[src/hdl/correlation_table_inverter_macros.svh]
// Assertion helpers for the top-level block that checks its own behavior.
`ifndef CORRELATION_TABLE_INVERTER_MACROS_SVH
`define CORRELATION_TABLE_INVERTER_MACROS_SVH

// Same-cycle implication, sampled on the rising clock edge, off during reset.
`define CTI_ASSERT_NOW(lbl, clk, rst_n, ante, cons, msg) \
  lbl: assert property (@(posedge clk) disable iff (!rst_n) (ante) |-> (cons)) \
    else $error(msg);

// Next-cycle implication, sampled on the rising clock edge, off during reset.
`define CTI_ASSERT_NEXT(lbl, clk, rst_n, ante, cons, msg) \
  lbl: assert property (@(posedge clk) disable iff (!rst_n) (ante) |=> (cons)) \
    else $error(msg);

`endif

[src/hdl/cti_pkg.sv]
`timescale 1ns / 1ps

package cti_pkg;

  // Default table geometry.
  localparam int SIGMA_POINTS_DEF = 64;
  localparam int RHO_POINTS_DEF   = 128;

  // Field and datapath widths.
  localparam int KIND_W    = 2;
  localparam int SPT_W     = 6;
  localparam int RPT_W     = 7;
  localparam int VAL_W     = 24;
  localparam int SIG_W     = 24;
  localparam int COV_W     = 25;
  localparam int MAG_W     = 25;
  localparam int CORR_W    = 24;
  localparam int STAT_W    = 3;
  localparam int RULER_W   = 23;
  localparam int LOCP_W    = 48;
  localparam int WFR_W     = 16;
  localparam int UW_W      = 17;
  localparam int WGT_W     = 33;
  localparam int ACC_W     = 57;
  localparam int BLEND_W   = 33;
  localparam int DR_W      = 23;
  localparam int DX_W      = 33;
  localparam int NUM_W     = 56;
  localparam int SUM_W     = 58;
  localparam int CFG_IDX_W = 2;
  localparam int CFG_W     = 24;
  localparam int MD_CNT_W  = 6;

  // Input word kinds.
  localparam logic [KIND_W-1:0] KIND_TABLE = 2'd0;
  localparam logic [KIND_W-1:0] KIND_RULER = 2'd1;
  localparam logic [KIND_W-1:0] KIND_QUERY = 2'd2;

  // Configuration register indexes.
  localparam logic [CFG_IDX_W-1:0] CFG_START = 2'd0;
  localparam logic [CFG_IDX_W-1:0] CFG_STEP  = 2'd1;
  localparam logic [CFG_IDX_W-1:0] CFG_RECIP = 2'd2;

  // Configuration reset values.
  localparam logic [CFG_W-1:0] START_RST = 24'd0;
  localparam logic [CFG_W-1:0] STEP_RST  = 24'd65536;
  localparam logic [CFG_W-1:0] RECIP_RST = 24'd65536;

  // Saturation values in Q1.22.
  localparam logic signed [CORR_W-1:0] NEAR_ONE = 24'sd4194303;
  localparam logic signed [SUM_W-1:0]  ONE_POS  = 58'sd4194304;
  localparam logic signed [SUM_W-1:0]  ONE_NEG  = -58'sd4194304;

  // Rounding constant for the blended value, half of Q8.24 LSB in Q8.48.
  localparam logic [ACC_W-1:0] BLEND_HALF = 57'h800000;

  // Last cycle of the blend sequence.
  localparam logic [2:0] BLEND_LAST = 3'd6;

  // Last iterations of the multiply and divide phases.
  localparam logic [MD_CNT_W-1:0] MUL_LAST = 6'(DR_W - 1);
  localparam logic [MD_CNT_W-1:0] DIV_LAST = 6'(NUM_W - 1);

  typedef enum logic [STAT_W-1:0] {
    ST_INTERP = 3'd0,
    ST_ZERO   = 3'd1,
    ST_ABOVE  = 3'd2,
    ST_SIGMA  = 3'd3,
    ST_FLAT   = 3'd4
  } status_e;

  typedef enum logic [1:0] {
    RSEL_TOP,
    RSEL_MID,
    RSEL_LO,
    RSEL_HI
  } rho_sel_e;

  typedef enum logic [4:0] {
    S_IDLE,
    S_ZERO_CHK,
    S_LOC_A,
    S_LOC_B,
    S_LOC_CHK,
    S_WEIGHT,
    S_BL_TOP,
    S_TOP_CHK,
    S_BIS_CHK,
    S_BL_MID,
    S_BIS_EVAL,
    S_FIX,
    S_BL_C0,
    S_BL_C1,
    S_RHO_LO,
    S_RHO_HI,
    S_FLAT_CHK,
    S_MULDIV,
    S_FINAL,
    S_DONE
  } ctrl_state_e;

  typedef enum logic [1:0] {
    MD_IDLE,
    MD_MUL,
    MD_DIV
  } md_phase_e;

  // Commands from the controller to the datapath.
  typedef struct packed {
    logic       capture;
    logic       loc_a;
    logic       loc_b;
    logic       wgt_en;
    logic [1:0] wgt_sel;
    logic       blend_run;
    rho_sel_e   blend_sel;
    logic       bis_init;
    logic       bis_mid;
    logic       bis_lo;
    logic       bis_hi;
    logic       fix_hi;
    logic       c0_load;
    logic       rho_hi;
    logic       r0_load;
    logic       md_start;
    logic       res_load;
    status_e    res_code;
    logic       out_load;
  } cti_cmd_t;

  // Status from the datapath to the controller.
  typedef struct packed {
    logic mag_zero;
    logic off_ruler;
    logic x_gt_p;
    logic x_lt_p;
    logic gap_gt1;
    logic blend_done;
    logic den_zero;
    logic md_done;
  } cti_stat_t;

endpackage

[src/hdl/cti_controller.sv]
`timescale 1ns / 1ps

// Controller: sequences one query through location, weighting, bisection,
// interpolation and output; load words complete in their accept cycle.
module cti_controller (
  input  logic                        clk_i,
  input  logic                        rst_ni,
  input  logic                        in_valid_i,
  input  logic [cti_pkg::KIND_W-1:0]  in_kind_i,
  output logic                        in_ready_o,
  input  logic                        out_ready_i,
  output logic                        out_valid_o,
  input  cti_pkg::cti_stat_t          stat_i,
  output cti_pkg::cti_cmd_t           cmd_o
);

  cti_pkg::ctrl_state_e state_q, state_d;
  logic [1:0]           wcnt_q, wcnt_d;
  logic                 out_valid_q, out_valid_d;
  logic                 fire, slot_free;

  assign fire      = in_valid_i && (state_q == cti_pkg::S_IDLE);
  assign slot_free = !out_valid_q || out_ready_i;

  // Next state.
  always_comb begin
    state_d = state_q;
    wcnt_d  = wcnt_q;
    case (state_q)
      cti_pkg::S_IDLE: begin
        if (fire && (in_kind_i == cti_pkg::KIND_QUERY)) begin
          state_d = cti_pkg::S_ZERO_CHK;
        end
      end
      cti_pkg::S_ZERO_CHK: begin
        state_d = stat_i.mag_zero ? cti_pkg::S_DONE : cti_pkg::S_LOC_A;
      end
      cti_pkg::S_LOC_A: state_d = cti_pkg::S_LOC_B;
      cti_pkg::S_LOC_B: state_d = cti_pkg::S_LOC_CHK;
      cti_pkg::S_LOC_CHK: begin
        wcnt_d  = '0;
        state_d = stat_i.off_ruler ? cti_pkg::S_DONE : cti_pkg::S_WEIGHT;
      end
      cti_pkg::S_WEIGHT: begin
        wcnt_d = wcnt_q + 1'b1;
        if (wcnt_q == 2'd3) begin
          state_d = cti_pkg::S_BL_TOP;
        end
      end
      cti_pkg::S_BL_TOP: begin
        if (stat_i.blend_done) begin
          state_d = cti_pkg::S_TOP_CHK;
        end
      end
      cti_pkg::S_TOP_CHK: begin
        state_d = stat_i.x_gt_p ? cti_pkg::S_DONE : cti_pkg::S_BIS_CHK;
      end
      cti_pkg::S_BIS_CHK: begin
        state_d = stat_i.gap_gt1 ? cti_pkg::S_BL_MID : cti_pkg::S_FIX;
      end
      cti_pkg::S_BL_MID: begin
        if (stat_i.blend_done) begin
          state_d = cti_pkg::S_BIS_EVAL;
        end
      end
      cti_pkg::S_BIS_EVAL: begin
        if (stat_i.x_gt_p || stat_i.x_lt_p) begin
          state_d = cti_pkg::S_BIS_CHK;
        end else begin
          state_d = cti_pkg::S_FIX;
        end
      end
      cti_pkg::S_FIX: state_d = cti_pkg::S_BL_C0;
      cti_pkg::S_BL_C0: begin
        if (stat_i.blend_done) begin
          state_d = cti_pkg::S_BL_C1;
        end
      end
      cti_pkg::S_BL_C1: begin
        if (stat_i.blend_done) begin
          state_d = cti_pkg::S_RHO_LO;
        end
      end
      cti_pkg::S_RHO_LO: state_d = cti_pkg::S_RHO_HI;
      cti_pkg::S_RHO_HI: state_d = cti_pkg::S_FLAT_CHK;
      cti_pkg::S_FLAT_CHK: begin
        state_d = stat_i.den_zero ? cti_pkg::S_DONE : cti_pkg::S_MULDIV;
      end
      cti_pkg::S_MULDIV: begin
        if (stat_i.md_done) begin
          state_d = cti_pkg::S_FINAL;
        end
      end
      cti_pkg::S_FINAL: state_d = cti_pkg::S_DONE;
      cti_pkg::S_DONE: begin
        if (slot_free) begin
          state_d = cti_pkg::S_IDLE;
        end
      end
      default: state_d = cti_pkg::S_IDLE;
    endcase
  end

  // Outputs.
  always_comb begin
    cmd_o           = '0;
    cmd_o.blend_sel = cti_pkg::RSEL_TOP;
    cmd_o.res_code  = cti_pkg::ST_INTERP;
    cmd_o.wgt_sel   = wcnt_q;
    out_valid_d     = out_valid_q && !out_ready_i;
    case (state_q)
      cti_pkg::S_IDLE: cmd_o.capture = fire;
      cti_pkg::S_ZERO_CHK: begin
        cmd_o.res_load = stat_i.mag_zero;
        cmd_o.res_code = cti_pkg::ST_ZERO;
      end
      cti_pkg::S_LOC_A: cmd_o.loc_a = 1'b1;
      cti_pkg::S_LOC_B: cmd_o.loc_b = 1'b1;
      cti_pkg::S_LOC_CHK: begin
        cmd_o.res_load = stat_i.off_ruler;
        cmd_o.res_code = cti_pkg::ST_SIGMA;
      end
      cti_pkg::S_WEIGHT: cmd_o.wgt_en = 1'b1;
      cti_pkg::S_BL_TOP: cmd_o.blend_run = 1'b1;
      cti_pkg::S_TOP_CHK: begin
        cmd_o.res_load = stat_i.x_gt_p;
        cmd_o.res_code = cti_pkg::ST_ABOVE;
        cmd_o.bis_init = !stat_i.x_gt_p;
      end
      cti_pkg::S_BIS_CHK: cmd_o.bis_mid = stat_i.gap_gt1;
      cti_pkg::S_BL_MID: begin
        cmd_o.blend_run = 1'b1;
        cmd_o.blend_sel = cti_pkg::RSEL_MID;
      end
      cti_pkg::S_BIS_EVAL: begin
        cmd_o.bis_hi = stat_i.x_lt_p;
        cmd_o.bis_lo = !stat_i.x_lt_p;
      end
      cti_pkg::S_FIX: cmd_o.fix_hi = 1'b1;
      cti_pkg::S_BL_C0: begin
        cmd_o.blend_run = 1'b1;
        cmd_o.blend_sel = cti_pkg::RSEL_LO;
        cmd_o.c0_load   = 1'b1;
      end
      cti_pkg::S_BL_C1: begin
        cmd_o.blend_run = 1'b1;
        cmd_o.blend_sel = cti_pkg::RSEL_HI;
      end
      cti_pkg::S_RHO_LO: cmd_o.rho_hi = 1'b0;
      cti_pkg::S_RHO_HI: begin
        cmd_o.rho_hi  = 1'b1;
        cmd_o.r0_load = 1'b1;
      end
      cti_pkg::S_FLAT_CHK: begin
        cmd_o.res_load = stat_i.den_zero;
        cmd_o.res_code = cti_pkg::ST_FLAT;
        cmd_o.md_start = !stat_i.den_zero;
      end
      cti_pkg::S_MULDIV: begin
      end
      cti_pkg::S_FINAL: begin
        cmd_o.res_load = 1'b1;
        cmd_o.res_code = cti_pkg::ST_INTERP;
      end
      cti_pkg::S_DONE: begin
        cmd_o.out_load = slot_free;
        if (slot_free) begin
          out_valid_d = 1'b1;
        end
      end
      default: begin
      end
    endcase
  end

  always_ff @(posedge clk_i or negedge rst_ni) begin
    if (!rst_ni) begin
      state_q     <= cti_pkg::S_IDLE;
      wcnt_q      <= '0;
      out_valid_q <= 1'b0;
    end else begin
      state_q     <= state_d;
      wcnt_q      <= wcnt_d;
      out_valid_q <= out_valid_d;
    end
  end

  assign in_ready_o  = (state_q == cti_pkg::S_IDLE);
  assign out_valid_o = out_valid_q;

endmodule

[config.mk]
export PLATFORM = sky130hd
export DESIGN_NAME = cti_controller
export DESIGN_NICKNAME = d
export VERILOG_FILES = /design/src/hdl/correlation_table_inverter_macros.svh /design/src/hdl/cti_pkg.sv /design/src/hdl/cti_controller.sv
export SDC_FILE = /design/constraint.sdc
export NUM_CORES = 1
export LEC_CHECK = 0
export ABC_AREA = 1
export BUFFER_PORTS_ARGS = -buffer_cell sky130_fd_sc_hd__buf_2
export CAP_MARGIN = 20
export CORE_ASPECT_RATIO = 1.5
export CORE_MARGIN = 5
export CORE_UTILIZATION = 30
export CTS_BUF_LIST = sky130_fd_sc_hd__clkbuf_4 sky130_fd_sc_hd__clkbuf_8 sky130_fd_sc_hd__clkbuf_16
export CTS_CLUSTER_SIZE = 12
export DETAILED_ROUTE_END_ITERATION = 8
export PLACE_DENSITY_LB_ADDON = 0.15
export REMOVE_ABC_BUFFERS = 1
export SLEW_MARGIN = 20
export SYNTH_ARGS = -nofsm -noshare
export SYNTH_HDL_FRONTEND = slang
export SYNTH_SLANG_ARGS = --single-unit
[constraint.sdc]
create_clock -name clk_i -period 2 [get_ports clk_i]
set_input_delay 0 -clock clk_i [delete_from_list [all_inputs] [get_ports clk_i]]
set_output_delay 0 -clock clk_i [all_outputs]
set_load 0.01 [all_outputs]
=== Word-level counts from Yosys, hierarchy flattened ===
Index checks and enable logic that the tools add are counted.

* Flip-flop bits (word level): 8
* Input bits: 14
* Output and inout port bits: 25

* Add/sub/neg operators: 1
* Eq/ne operators: 29
* Muxes and demuxes: 33
* Reductions and logical operators: 14

{| class="wikitable"
|+ Operators with widths
! kind !! count
|-
| 5-bit one-hot mux with 20 select lines || 1
|-
| 5-bit 2-to-1 mux || 11
|-
| 5-bit by 4-bit equality test with 1-bit output, second input constant || 8
|-
| 5-bit by 3-bit equality test with 1-bit output, second input constant || 4
|-
| 5-bit equality test, second input constant || 4
|-
| 4-bit one-hot mux with 5 select lines || 1
|-
| 1-bit 2-to-1 mux || 14
|-
| 2-bit inequality test, second input constant || 7
|-
| 5-bit by 2-bit equality test with 1-bit output, second input constant || 2
|-
| 2-bit 2-to-1 mux || 4
|-
| 8-bit AND reduction || 1
|-
| 2-bit one-hot mux with 3 select lines || 1
|-
| 5-bit by 1-bit equality test with 1-bit output, second input constant || 1
|-
| 1-bit logical NOT || 5
|-
| 5-bit logical NOT || 1
|-
| 2-bit equality test, second input constant || 2
|-
| 2-bit one-hot mux with 2 select lines || 1
|-
| 4-bit OR reduction || 1
|-
| 1-bit logical AND || 3
|-
| 2-bit by 1-bit adder with 2-bit output, second input constant || 1
|-
| 1-bit logical OR || 2
|-
| 2-bit by 1-bit inequality test with 1-bit output, second input constant || 1
|-
| 2-bit nonzero test || 1
|}

=== Longest topological paths before layout ===
* Depth in word-level cells: 5
* Depth in mapped cells: 11
* Gate-level depth less buffers: 10

=== Worst setup path before layout ===
Ideal clock, no wire load.

* Path type: register to register
* From: register state_q[3]
* To: register state_q[1]
* Data arrival time: 1302 ps
* Data required time: 1935 ps
* Path slack: 633 ps
* Stages on the path, launching flop included: 10
* Buffers on the path: 0
* Clock period less this slack: 1367 ps
* Cell sequence: dfrtp_1 inv_1 nand2_1 nor3_1 nand2_1 nand2_1 nor2_1 nand2_1 nand2_1 nand2_1

* Longest elaborated chain between the ends: 5

{| class="wikitable"
|+ RTL lines
! what !! line !! RTL
|-
| start: declaration || cti_controller.sv:17 || <nowiki>cti_pkg::ctrl_state_e state_q, state_d;</nowiki>
|-
| start signal: assignment || cti_controller.sv:178 || <nowiki>state_q <= cti_pkg::S_IDLE;</nowiki>
|-
| start signal: assignment || cti_controller.sv:182 || <nowiki>state_q <= state_d;</nowiki>
|-
| 5-bit logical NOT || cti_controller.sv:22, cti_controller.sv:29 ||
|-
| 1-bit logical AND || cti_controller.sv:22 || <nowiki>assign fire = in_valid_i && (state_q == cti_pkg::S_IDLE);</nowiki>
|-
| 1-bit logical AND || cti_controller.sv:31 || <nowiki>if (fire && (in_kind_i == cti_pkg::KIND_QUERY)) begin</nowiki>
|-
| 2-bit by 1-bit inequality test with 1-bit output (no source line) || n/a ||
|-
| 8-bit AND reduction (no source line) || n/a ||
|}

Parallel ways exist; a longest one is shown, timed or not.
A chain may end at the register's enable or synchronous reset.

==> insert_results.sql <==
INSERT INTO impl_metrics (metric_group, metric, value, unit) VALUES
('outcome', 'run_status', 'complete, no violations', ''),
('routing', 'drt_first_iter_violations', '19', ''),
('global_route', 'grt_start_max_net_pins', '13', ''),
('setup_path', 'cp-start-kind', 'register', ''),
('global_route', 'number_of_global_route_vias_before_repair', '1089', ''),
('cts', 'worst_setup_hold_path_clk_slew', '0.04', 'ns'),
('finish', 'multiInputGateArea', '527', 'sq um'),
('worst_hold_path', 'min-delay-start', 'out_ready_i', ''),
('setup_path', 'worstSetupPathType', 'register to output pin', ''),
('cts', 'cts.root.buffer_cell', 'sky130_fd_sc_hd__clkbuf_8', ''),
('cts', 'cts_bufs_inserted', '3', ''),
('floorplanning', 'die_height', '75.4', 'um'),
('timing', 'final-setup-viol-count', '0', ''),
('floorplanning', 'die_outline_area', '4040', 'sq um'),
('placement', 'finalWeightedCongestion', '0.880', ''),
('finish', 'synthToLayoutAreaGrowth', '30.5', '%'),
('yosys', 'yosys_warning_total', '0', ''),
('finish', 'highest_count_cells_in_the_layout_ignoring_fill_and_taps', 'sky130_fd_sc_hd__nand2_1 (41), sky130_fd_sc_hd__buf_2 (38), sky130_fd_sc_hd__nor2_1 (33)', ''),
('timing', 'slew-limit-headroom', '75.5', '%'),
('finish', 'final_area', '1110', 'sq um'),
('cts', 'htree_levels', '1', ''),
('floorplanning', 'initial_core_util', '31.6', '%'),
('cts', 'post-cts-setup-buffers', '0', ''),
('placement', 'place.detailed.instances', '222', ''),
('global_route', 'grt_util_all_layers', '14.7', '%'),
('timing', 'grt_setup_unrepaired', 'false', ''),
('cts', 'clockBufferDepth', '2', ''),
('setup_path', 'critPathArrivalTime', '1.83', 'ns'),
('yosys', 'post_synthesis_instance_total', '151', ''),
('setup_path', 'timing.critical_path.to_type', 'output pin', ''),
('setup_path', 'timing.rr.end', 'state_q[1]', ''),
('placement', 'io_buffer_count', '38', ''),
('timing', 'max_freq', '0.547', 'GHz'),
('routing', 'drt_pre_antenna_iters', '4', ''),
('yosys', 'yosys-top-cells-area', 'sky130_fd_sc_hd__dfrtp_1 (23%), sky130_fd_sc_hd__nand2_1 (18%), sky130_fd_sc_hd__nor2_1 (14%)', ''),
('finish', 'mostFrequentLayoutCell', 'sky130_fd_sc_hd__nand2_1', ''),
('pwr', 'p_per_cell_area', '1370', 'nW/um^2'),
('worst_hold_path', 'hold_crit_class', 'primary input to register', ''),
('routing', 'post-route-drc-count', '0', ''),
('floorplanning', 'die_x', '53.6', 'um'),
('setup_path', 'reg2reg_depth', '10', ''),
('finish', 'fillCellCount', '323', ''),
('cts', 'cts.sinks', '8', ''),
('yosys', 'post_synthesis_instance_area', '855', 'sq um'),
('global_route', 'antenna_found_initial', '0', ''),
('flow_run', 'max-cap-violations', '0', ''),
('cts', 'cts_tree', 'built', ''),
('cts', 'cts_hold_repair.buffers', '2', ''),
('cts', 'number_of_gates_resized_after_cts', '0', ''),
('timing', 'finalMaxSlewViolations', '0', ''),
('worst_hold_path', 'worstHoldEndpoint', 'out_valid_o', ''),
('routing', 'detail-route-antenna-nets', '0', ''),
('floorplanning', 'boundaryPins', '39', ''),
('timing', 'layout_worst_path_cycle_share', '91.4', '%'),
('pwr', 'irDropWorstVdd', '0.000509', 'V'),
('routing', 'aggregate_routed_wire_length', '2710', 'um'),
('setup_path', 'r2r_slack', '0.39', 'ns'),
('finish', 'layout-drive-gt1-share', '26.3', '%'),
('yosys', 'synth_sequential_area_ratio', '23.4', '%'),
('timing', 'totalNegativeSetupSlack', '0', 'ns'),
('setup_path', 'critPathRequiredTime', '2.00', 'ns'),
('setup_path', 'worstPathMaxFanout', '12', ''),
('routing', 'post_drt_via_cell_ratio', '4.72', ''),
('worst_hold_path', 'timing.hold.worst_path_depth', '4', ''),
('finish', 'seq_area', '200', 'sq um'),
('floorplanning', 'core_area', '2710', 'sq um'),
('cts', 'clk-insertion-delay-late', '0.24', 'ns'),
('yosys', 'yosysUniqueCellTypes', '22', ''),
('timing', 'max_slew.worst_pin.slew', '0.366', 'ns'),
('pwr', 'total_leakage_power', '0.697', 'nW'),
('yosys', 'synth_top_area_share', '23.4', '%');
## cells by family after synthesis
family	share of synthesized area [%]
simple gates	54.2
buf+inv	14.9
compound gates	6.00
flops	23.4
fa+ha+maj	1.46
## worst max-delay path, stage by stage (launching register included)
cell,delay [ns]
sky130_fd_sc_hd__dfrtp_1,0.48
sky130_fd_sc_hd__inv_2,0.24
sky130_fd_sc_hd__nand3_2,0.19
sky130_fd_sc_hd__nor2_1,0.16
sky130_fd_sc_hd__nand2_1,0.10
sky130_fd_sc_hd__and3_1,0.19
sky130_fd_sc_hd__o21ai_0,0.08
sky130_fd_sc_hd__buf_2,0.16
## synth_stat cells
cell type,instances
sky130_fd_sc_hd__nor2_2,4
sky130_fd_sc_hd__and3_1,1
sky130_fd_sc_hd__nand3_1,10
sky130_fd_sc_hd__buf_4,2
sky130_fd_sc_hd__a21oi_1,4
sky130_fd_sc_hd__nor2_4,1
sky130_fd_sc_hd__nor3_1,6
sky130_fd_sc_hd__nand3b_1,1
sky130_fd_sc_hd__nand4_1,4
sky130_fd_sc_hd__buf_6,2
sky130_fd_sc_hd__nand2_2,2
sky130_fd_sc_hd__inv_1,23
sky130_fd_sc_hd__nor2_1,33
sky130_fd_sc_hd__inv_2,1
sky130_fd_sc_hd__a22o_1,1
sky130_fd_sc_hd__dfrtp_1,8
sky130_fd_sc_hd__nand2_1,41
sky130_fd_sc_hd__o211ai_1,1
sky130_fd_sc_hd__o21ai_0,3
sky130_fd_sc_hd__nand3_2,1
sky130_fd_sc_hd__ha_1,1
sky130_fd_sc_hd__nor3b_1,1
## sequential cells by signal, summed over array words and instances, names as in the netlist
name         flops
out_valid_o      1
wcnt_q           2
state_q          5
## per-layer routing
layer	up-vias	track usage, %	routed length [um]
li1	547	-	-
met1	460	15.7	1120
met2	54	25.4	1260
met3	11	0.978	211
met4	0	13.4	119
met5	-	0	0
## through the flow
step,power [W],setup slack (ns),util (%)
after floorplan,0.00101,0.554,-
after global placement,0.00132,0.416,38.9
after detailed placement,0.00133,0.396,38.9
after CTS,0.00154,0.192,41.2
after global routing,0.00168,0.0366,41.2
final,0.00153,0.173,41.2
## layout make-up
type                       count  area share [%]
multi-input combinational    115            47.3
sequential                     8            18.0
tap                           37            4.15
clock buffer                   3            3.70
inverter                      24            8.08
timing repair buffer          40            18.9
## where the power goes
part           leakage (nW)  switching [W]  internal (W)
sequential            0.103       0.000104      0.000233
combinational         0.572       0.000648      0.000340
clock                0.0216      0.0000737      0.000131
total                 0.697       0.000826      0.000704
## worst max path at each step
stage	cells past startpoint	from	to	slack, ns
after floorplan	9	state_q[4]	state_q[1]	0.55
after global placement	10	state_q[1]	state_q[1]	0.42
after detailed placement	10	state_q[4]	state_q[0]	0.40
after CTS	7	state_q[4]	cmd_o[4]	0.19
after global routing	7	state_q[4]	cmd_o[4]	0.04
final	7	state_q[4]	cmd_o[4]	0.17
Note: power is estimated with default switching activity, not from simulation.
